## config.mk

```make
export PLATFORM = sky130hd
export DESIGN_NAME = button_mode_led_blinker
export DESIGN_NICKNAME = d
export VERILOG_FILES = /design/src/rtl/core/bmlb_pkg.sv /design/src/rtl/core/bmlb_cfg.sv /design/src/rtl/core/bmlb_tick.sv /design/src/rtl/core/button_mode_led_blinker.sv
export SDC_FILE = /design/constraint.sdc
export NUM_CORES = 1
export LEC_CHECK = 0
export ABC_AREA = 1
export BUFFER_PORTS_ARGS = -buffer_cell sky130_fd_sc_hd__buf_2
export CAP_MARGIN = 20
export CORE_MARGIN = 4
export CORE_UTILIZATION = 55
export DETAILED_ROUTE_END_ITERATION = 12
export PLACE_DENSITY = 0.83
export RECOVER_POWER = 100
export SLEW_MARGIN = 20
export SYNTH_ARGS = -nofsm -noshare
export SYNTH_HDL_FRONTEND = slang
export SYNTH_SLANG_ARGS = --single-unit
```

## constraint.sdc

```tcl
create_clock -name clk -period 6.3 [get_ports clk]
set_input_delay 0.315 -clock clk [delete_from_list [all_inputs] [get_ports clk]]
set_output_delay 0.315 -clock clk [all_outputs]
set_load 0.01 [all_outputs]
```

## src/rtl/core/bmlb_pkg.sv

```systemverilog
package bmlb_pkg;

	localparam int CNT_W = 16;
	localparam int CFG_W = 16;
	localparam int IDX_W = 2;

	localparam logic [CFG_W-1:0] DEBOUNCE_RST = CFG_W'(500);
	localparam logic [CFG_W-1:0] HOLD_RST     = CFG_W'(10000);
	localparam logic [CFG_W-1:0] SLOW_RST     = CFG_W'(50000);
	localparam logic [CFG_W-1:0] FAST_RST     = CFG_W'(5000);

	typedef enum logic [IDX_W-1:0] {
		REG_DEBOUNCE = 2'd0,
		REG_HOLD     = 2'd1,
		REG_SLOW     = 2'd2,
		REG_FAST     = 2'd3
	} reg_idx_t;

	typedef enum logic [1:0] {
		MODE_OFF  = 2'd0,
		MODE_ON   = 2'd1,
		MODE_SLOW = 2'd2,
		MODE_FAST = 2'd3
	} mode_t;

	typedef struct packed {
		logic [CFG_W-1:0] debounce_limit;
		logic [CFG_W-1:0] hold_limit;
		logic [CFG_W-1:0] slow_period;
		logic [CFG_W-1:0] fast_period;
	} cfg_t;

	typedef struct packed {
		logic             last_button;
		mode_t            mode;
		logic [CNT_W-1:0] blink_count;
		logic             press_pending;
		logic             settling;
		logic [CNT_W-1:0] settle_count;
		logic [CNT_W-1:0] hold_count;
		logic             led;
	} state_t;

	localparam state_t STATE_RST = '{
		last_button:   1'b0,
		mode:          MODE_OFF,
		blink_count:   '0,
		press_pending: 1'b0,
		settling:      1'b0,
		settle_count:  '0,
		hold_count:    '0,
		led:           1'b0
	};

endpackage

```

## src/rtl/core/bmlb_cfg.sv

```systemverilog
module bmlb_cfg (
	input  logic                      clk,
	input  logic                      arst_n,
	input  logic                      cfg_we,
	input  logic [bmlb_pkg::IDX_W-1:0] cfg_index,
	input  logic [bmlb_pkg::CFG_W-1:0] cfg_data,
	output bmlb_pkg::cfg_t            cfg
);
	import bmlb_pkg::*;

	cfg_t cfg_q;

	always_ff @(posedge clk or negedge arst_n) begin
		if (!arst_n) begin
			cfg_q.debounce_limit <= DEBOUNCE_RST;
			cfg_q.hold_limit     <= HOLD_RST;
			cfg_q.slow_period    <= SLOW_RST;
			cfg_q.fast_period    <= FAST_RST;
		end else if (cfg_we) begin
			case (reg_idx_t'(cfg_index))
				REG_DEBOUNCE: cfg_q.debounce_limit <= cfg_data;
				REG_HOLD:     cfg_q.hold_limit     <= cfg_data;
				REG_SLOW:     cfg_q.slow_period    <= cfg_data;
				REG_FAST:     cfg_q.fast_period    <= cfg_data;
				default:      cfg_q <= cfg_q;
			endcase
		end
	end

	assign cfg = cfg_q;

endmodule

```

## src/rtl/core/bmlb_tick.sv

```systemverilog
module bmlb_tick (
	input  bmlb_pkg::cfg_t   cfg,
	input  bmlb_pkg::state_t cur,
	input  logic             button,
	output bmlb_pkg::state_t nxt
);
	import bmlb_pkg::*;

	logic [CFG_W-1:0] period;
	logic [CNT_W-1:0] blink_inc;
	logic [CNT_W-1:0] blink_wrap;
	logic             blink_led;

	always_comb begin
		nxt = cur;

		// rising edge
		if (button && !cur.last_button) begin
			nxt.blink_count   = '0;
			nxt.press_pending = 1'b1;
		end
		nxt.last_button = button;

		// hold forces off
		if (button) begin
			nxt.hold_count = cur.hold_count + CNT_W'(1);
			if (32'(nxt.hold_count) > 32'(cfg.hold_limit)) begin
				nxt.mode       = MODE_OFF;
				nxt.hold_count = '0;
			end
		end else begin
			nxt.hold_count = '0;
		end

		// debounce
		if (nxt.press_pending && !cur.settling) begin
			nxt.settling      = 1'b1;
			nxt.settle_count  = '0;
			nxt.press_pending = 1'b0;
		end
		if (nxt.settling) begin
			nxt.settle_count = nxt.settle_count + CNT_W'(1);
			if (32'(nxt.settle_count) >= 32'(cfg.debounce_limit)) begin
				nxt.settling     = 1'b0;
				nxt.settle_count = '0;
				if (button)
					nxt.mode = mode_t'(nxt.mode + 2'd1);
			end
		end

		// blink count step, used only in the blink modes
		period     = (nxt.mode == MODE_SLOW) ? cfg.slow_period : cfg.fast_period;
		blink_inc  = nxt.blink_count + CNT_W'(1);
		blink_wrap = blink_inc;
		if (32'(blink_inc) >= 32'(period))
			blink_wrap = CNT_W'(32'(blink_inc) - 32'(period));
		blink_led  = 32'(blink_wrap) >= 32'(period >> 1);

		// final mode drives the LED and blink count
		case (nxt.mode)
			MODE_OFF: nxt.led = 1'b0;
			MODE_ON:  nxt.led = 1'b1;
			default: begin
				nxt.led         = blink_led;
				nxt.blink_count = blink_wrap;
			end
		endcase
	end

endmodule

```

## src/rtl/core/button_mode_led_blinker.sv

```systemverilog
// An accepted request is held in the input stage, then its result in the result
// register. Throughput: one request per cycle; req_stall rises only while the
// result register is full and stalled and a request already waits in stage one.
// Reset (arst_n low, asynchronous): state cleared to mode off and LED low,
// handshake cleared, configuration back to defaults; led/mode outputs not reset.
module button_mode_led_blinker (
	input  logic                      clk,
	input  logic                      arst_n,
	input  logic                      req_valid,
	output logic                      req_stall,
	input  logic                      button,
	output logic                      rsp_valid,
	input  logic                      rsp_stall,
	output logic                      led,
	output logic [1:0]                mode,
	input  logic                      cfg_we,
	input  logic [bmlb_pkg::IDX_W-1:0] cfg_index,
	input  logic [bmlb_pkg::CFG_W-1:0] cfg_data
);
	import bmlb_pkg::*;

	cfg_t   cfg;
	state_t state_q;
	state_t state_nxt;

	logic   valid_s1;
	logic   button_s1;
	logic   valid_s2;
	logic   led_s2;
	mode_t  mode_s2;
	logic   advance;

	bmlb_cfg u_cfg (
		.clk       (clk),
		.arst_n    (arst_n),
		.cfg_we    (cfg_we),
		.cfg_index (cfg_index),
		.cfg_data  (cfg_data),
		.cfg       (cfg)
	);

	bmlb_tick u_tick (
		.cfg    (cfg),
		.cur    (state_q),
		.button (button_s1),
		.nxt    (state_nxt)
	);

	assign advance   = valid_s1 && (!valid_s2 || !rsp_stall);
	assign req_stall = valid_s1 && !advance;

	always_ff @(posedge clk or negedge arst_n) begin
		if (!arst_n) begin
			valid_s1 <= 1'b0;
			valid_s2 <= 1'b0;
			state_q  <= STATE_RST;
		end else begin
			if (!req_stall)
				valid_s1 <= req_valid;
			if (advance) begin
				valid_s2 <= 1'b1;
				state_q  <= state_nxt;
			end else if (!rsp_stall) begin
				valid_s2 <= 1'b0;
			end
		end
	end

	always_ff @(posedge clk) begin
		if (req_valid && !req_stall)
			button_s1 <= button;
		if (advance) begin
			led_s2  <= state_nxt.led;
			mode_s2 <= state_nxt.mode;
		end
	end

	assign rsp_valid = valid_s2;
	assign led       = led_s2;
	assign mode      = mode_s2;

endmodule

```

-- Word-level counts from Yosys, hierarchy flattened
Cells that the tools add are included.
- register bits: 123
- latch bits: 0
- bits in writable memories: 0
- ROM bits: 0
- bits of input ports: 24
- word-level logic and storage cells: 67
- memories kept: 0
- $add $sub $neg: 5
- multipliers: 0
- div/mod/pow operators: 0
- magnitude comparators: 4
- equality and inequality tests: 6
- shift-type cells: 0
- multiplexer cells: 17
- bitwise gates (word level): 0
- reductions and logical operators: 19
- operators with widths (operator ; number):
    $mux 16 ; 5
    $mux 17 ; 3
    $add 16x1->16 const B ; 3
    $ge 16x16->1 ; 2
    $mux 18 ; 1
    $ge 16x15->1 ; 1
    $gt 16x16->1 ; 1
    $sub 16x16->16 ; 1
    $mux 2 ; 5
    $reduce_and 2->1 ; 4
    $eq 2x2->1 const B ; 3
    $logic_not 1->1 ; 6
    $logic_and 1x1->1 ; 5
    $eq 2x1->1 const B ; 2
    $logic_not 2->1 ; 2
    $add 2x1->2 const B ; 1
    $mux 1 ; 2
    $ne 2x1->1 const B ; 1
    $pmux 1 s2 ; 1
    $reduce_or 2->1 ; 1
    $logic_or 1x1->1 ; 1

-- Logic depth before layout (Yosys ltp)
- depth in word-level cells: 15
- gate-level depth with buffers: 53
- depth with buffers taken out: 52

-- By module
From an unflattened synthesis, not the netlist that was laid out.
- cells, all modules: 1353
- area total of the unflattened synthesis: 9554.2 sq um
- by module, submodules not included (module ; times used ; cells an instance ; area each (sq um)):
    bmlb_tick ; 1 ; 819 ; 4528.1
    bmlb_cfg ; 1 ; 285 ; 2638.8
    button_mode_led_blinker ; 1 ; 249 ; 2387.3

-- Worst setup path before layout
OpenSTA, ideal clock, no wires.
- kind: register -> register
- start point: reg button_s1
- end point: reg led_s2, in the netlist led, data pin
- setup time: 0.252 ns
- arrival time: 5.763 ns
- required time: 6.048 ns
- setup slack: 0.285 ns
- cell stages (with the launch flop): 46
- path buffers: 3
- period minus slack after synthesis: 6.015 ns
- cells stage by stage: edfxtp_1 -> inv_2 -> nor2_4 -> nor2_4 -> nor2_4 -> buf_8 -> nor2_1 -> ha_1 -> nand2_1 -> nor2_2 -> nand4_2 -> nor2_2 -> nand3_1 -> xnor2_1 -> inv_1 -> ha_1 -> nand2_1 -> nor3_2 -> [10 not listed] -> or2_2 -> nand3_1 -> nand2_1 -> nand2_1 -> nand3_1 -> inv_1 -> buf_2 -> nand2_1 -> o21ai_0 -> ha_1 -> a21oi_1 -> nor2_1 -> a211oi_1 -> o221ai_1 -> nand2_1 -> nand3_1 -> nand2_1 -> nand2_1
- RTL lines (element ; line ; RTL):
    start, declared ; button_mode_led_blinker.sv:27 ; logic button_s1;
    start signal, assigned ; button_mode_led_blinker.sv:71 ; button_s1 <= button;
    end signal, assigned ; button_mode_led_blinker.sv:73 ; led_s2 <= state_nxt.led;
    end, declared ; button_mode_led_blinker.sv:29 ; logic led_s2;

==> summary.md <==
| Metric | Value |
|---|---|
| Outcome | finished, violations left |
| Failing checks | capacitance limit, slew limit, setup timing |
| GR Overflow Total | 0 |
| Die area | 0.01763 mm² |
| Final period util | 107.4% |
| Max stage delay on crit path | 0.41 ns |
| Logic pwr share | 43.6% |
| First-pass GRT wire length | ~36 mm |
| Crit-path leading delay family | simple AND/OR/NAND/NOR gates |
| Synthesized cell area | 0.008562 mm² |
| Starting density of the core | 56.32% |
| Mapped Cells | approximately 1100 |
| Hold Path Class | primary input to flip-flop |
| Setup crit start kind | flip-flop |
| Ports | 29 |
| Max Slew Vio Count | 173 |
| Setup crit end kind | flip-flop |
| WP buf/inv | 6 |
| WL/cell | 17.49 µm |
| Pwr dens | 344.4 mW/mm² |
| Clk Latency, worst-skew pair | ~0.43 ns |
| Final cell count without fillers | 1418 |
| Peak fanout along the critical path | 8 |
| LEAKAGE | 5.423 nW |
| Area of the multi-input gates | 0.005075 mm² |
| Iteration-0 DRC Markers | 865 |
| Routed WL | 24.80 mm |
| Final Hold Viols | 0 |
| Dpl hpwl | 15.92 mm |
| Worst Path Arrival | slightly below 7 ns |
| Maxcap violations | 3 |
| Row cnt | between 40 and 50 |
| Layout cell share with drive strength beyond 1 | 24.39% |
| Sequential fraction of the synthesis area | a little over a third |
| Total Nets Final | 1308 |
| Worst setup path start | button_s1 |
| Clock share of power | 27.3% |
| CTS Buf Count | 17 |
| Post-synth ARST share | 96.75% |
| Final setup violation count | 1 |
| Internal | 2.159 mW |
| Port bufs | 28 |
| Sink Count | around 120 |
| Crit path max-delay cell type | edfxtp_1 |
| Post-route antenna net violation count | 0 |
| Via/cell ratio | 5.794 |
| Critical setup path kind | flip-flop to flip-flop |
| DRT Pass-1 Iters | 5 |
| Die height | 132.8 µm |
| Hold_ws | 0.1217 ns |
| CTS tree | built |
| H-tree lvl count | 4 |
| Slew margin rel. | -95.40% |
| Syn Area/Cell | 7.570 µm² |
| Dpl cells | 1363 |
| Sequential cell area | 0.003126 mm² |
| Clock Skew | 0.008142 ns |
| EDFF count, synth | 4 |
| Core Area | 0.01520 mm² |
| Gpl congestion | 0.9839 |
| Setup ws final | -0.4680 ns |
| Clock buffer depth | 2 |
| Syn_nets | 1222 |
| Net Sw Power | 1.448 mW |
| Clk slew on worst S/H paths | roughly 0.060 ns |
| Crit path required time | between 6 and 7 ns |
| Synth Register Bits | 123 |
| Yosys cell types | 53 |
| RR Startpoint | button_s1 |
| Total power | ~3.6 mW |
| Vias in the first global route | 7466 |
| Fmax | 147.8 MHz |
| Layout Area Growth over Synthesis | 22.31% |
| Period minus WS final | 6.768 ns |
| Root Buffer | clkbuf_16 |
| N_diodes | 0 |
| Hold Startpoint | rsp_stall |
| R2R Setup Slk | -0.47 ns |
| Via Count | 8216 |
| Filler cells | 1093 |
| VDD IR max | 0.2956 mV |
| RSZ-0062 raised after global routing | true |
| Reg power frac | ~29% |
| Primary FF master, synth | dfrtp_1 |
| Yosys warning total | 0 |
| Initial antenna violation count | 0 |
| Largest net degree at the start of global routing | 68 |
| Die Span X | 132.8 µm |
| DRC Markers | 0 |
| GRT Util Overall | 25.59% |
| Worst path most repeated cell | nand2_1 |
| Switching part of the total | ~40% |
| Worst-Margin Slew | between 2 and 3 ns |
registers in the layout, indices dropped and copies added, names as in the netlist:
signal     count
state_q       53
rsp_valid      1
mode           2
u_cfg.cfg     64
button_s1      1
valid_s1       1
led            1
area by class of cell:
cell class / instances / area share [%]
clock buffers: 20 / 4.265
clock inverters: 12 / 1.302
inverters: 194 / 6.989
multi-input cells: 783 / 48.46
flip-flops and latches: 123 / 29.84
well taps: 188 / 2.246
repair buffers: 98 / 6.894
worst register-to-register path, delay by kind of cell (launching register included):
family	cells	cell delay (ns)
AOI/OAI and AO/OA	6	1.33
xor gates and xnor gates	2	0.51
adders and majority gates	4	0.91
buffers and inverters	6	0.56
DFF	1	0.41
and+or+nand+nor	26	2.79
timing repair:
action | 4_1_cts | 5_1_grt
cloned | 0 | 3
gates resized for setup | 24 | 108
hold buffers | 1 | 0
pin swaps | 8 | 52
endpoints found under the hold margin | 47 | 0
setup endpoints to repair | 1 | 1
setup buffers | 5 | 14
placed cells by master (no fill, tap or decap), drive strengths merged:
master         n
a22oi          1
nor3          15
nand2        300
a31oi          1
o22ai         11
nand4         14
o221ai         1
edfxtp         4
nand3         85
bufinv         2
o21bai         3
and2           1
ha            66
xnor2          7
dfstp         22
nor2          72
clkbuf        32
clkinvlp       3
dlygate4sd3    1
a21oi         29
fa             1
a211oi         3
o21a           2
nand2b         1
inv          197
nor3b          1
or2            7
xor2          38
a22o           3
o211ai         1
buf           85
clkinv         4
dfrtp         97
o21ai        118
nand3b         2
Yosys cell counts, drive strengths merged, types with 14 or more instances:
| library cell | n | share of area, % |
|---|---|---|
| inv | 192 | 8.4 |
| buf | 14 | 1.2 |
| o21ai | 118 | 7.0 |
| nand2 | 300 | 14 |
| dfstp | 22 | 6.8 |
| xor2 | 38 | 4.2 |
| clkbuf | 17 | 0.76 |
| dfrtp | 97 | 28 |
| nand4 | 14 | 1.1 |
| nor2 | 72 | 4.4 |
| nor3 | 15 | 1.6 |
| ha | 66 | 9.6 |
| a21oi | 29 | 1.7 |
| nand3 | 85 | 5.4 |
kinds of logic (layout without fill, tap and decap cells):
group | after synthesis | after routing | share of synthesized area (%)
DFF | 123 | 123 | 36.50
and+or+nand+nor | 498 | 498 | 27.46
AOI/OAI and AO/OA | 173 | 173 | 10.84
buffers and inverters | 225 | 324 | 10.45
xor gates and xnor gates | 45 | 45 | 4.866
adders and majority gates | 67 | 67 | 9.879
worst paths after layout:
check,to,depth (start not counted)
min reg2reg,u_cfg.cfg[46],2
min,rsp_valid,3
max reg2reg,led,44
max,led,44
min in group asynchronous,state_q[1],2
max in group asynchronous,u_cfg.cfg[28],3
layer usage:
layer  wire length (µm)  vias up  global-route usage (%)
li1                   -     3787                       -
met2              11420      430                   39.05
met5                  0        -                       0
met1              10170     3905                   35.57
met4                982        0                   9.527
met3               2225       94                   6.160
power groups by stage:
| stage | registers, mW | logic [mW] | clock network [mW] |
|---|---|---|---|
| after detailed placement | 1.05 | 1.23 | 0 |
| final | 1.05 | 1.57 | 0.985 |
| after CTS | 1.04 | 1.29 | 0.984 |
| after floorplan | 1.03 | 0.862 | 0 |
| after global routing | 1.06 | 1.70 | 1.03 |
| after global placement | 1.04 | 1.20 | 0 |
per-stage QoR:
| step | setup TNS (ns) | instance area (µm²) | setup WS (ns) | util (%) |
|---|---|---|---|---|
| 6_report | -0.4680 | 10470 | -0.4680 | 68.89 |
| 3_5_place_dp | -0.3082 | 9140 | -0.3082 | 60.12 |
| 4_1_cts | 0 | 9814 | 0.006344 | 64.56 |
| 5_1_grt | -0.7367 | 10470 | -0.7367 | 68.89 |
| 2_1_floorplan | 0 | 8562 | 0.2852 | - |
| 3_3_place_gp | -0.1747 | 9140 | -0.1747 | 60.12 |
(Power assumes the default switching activity.)
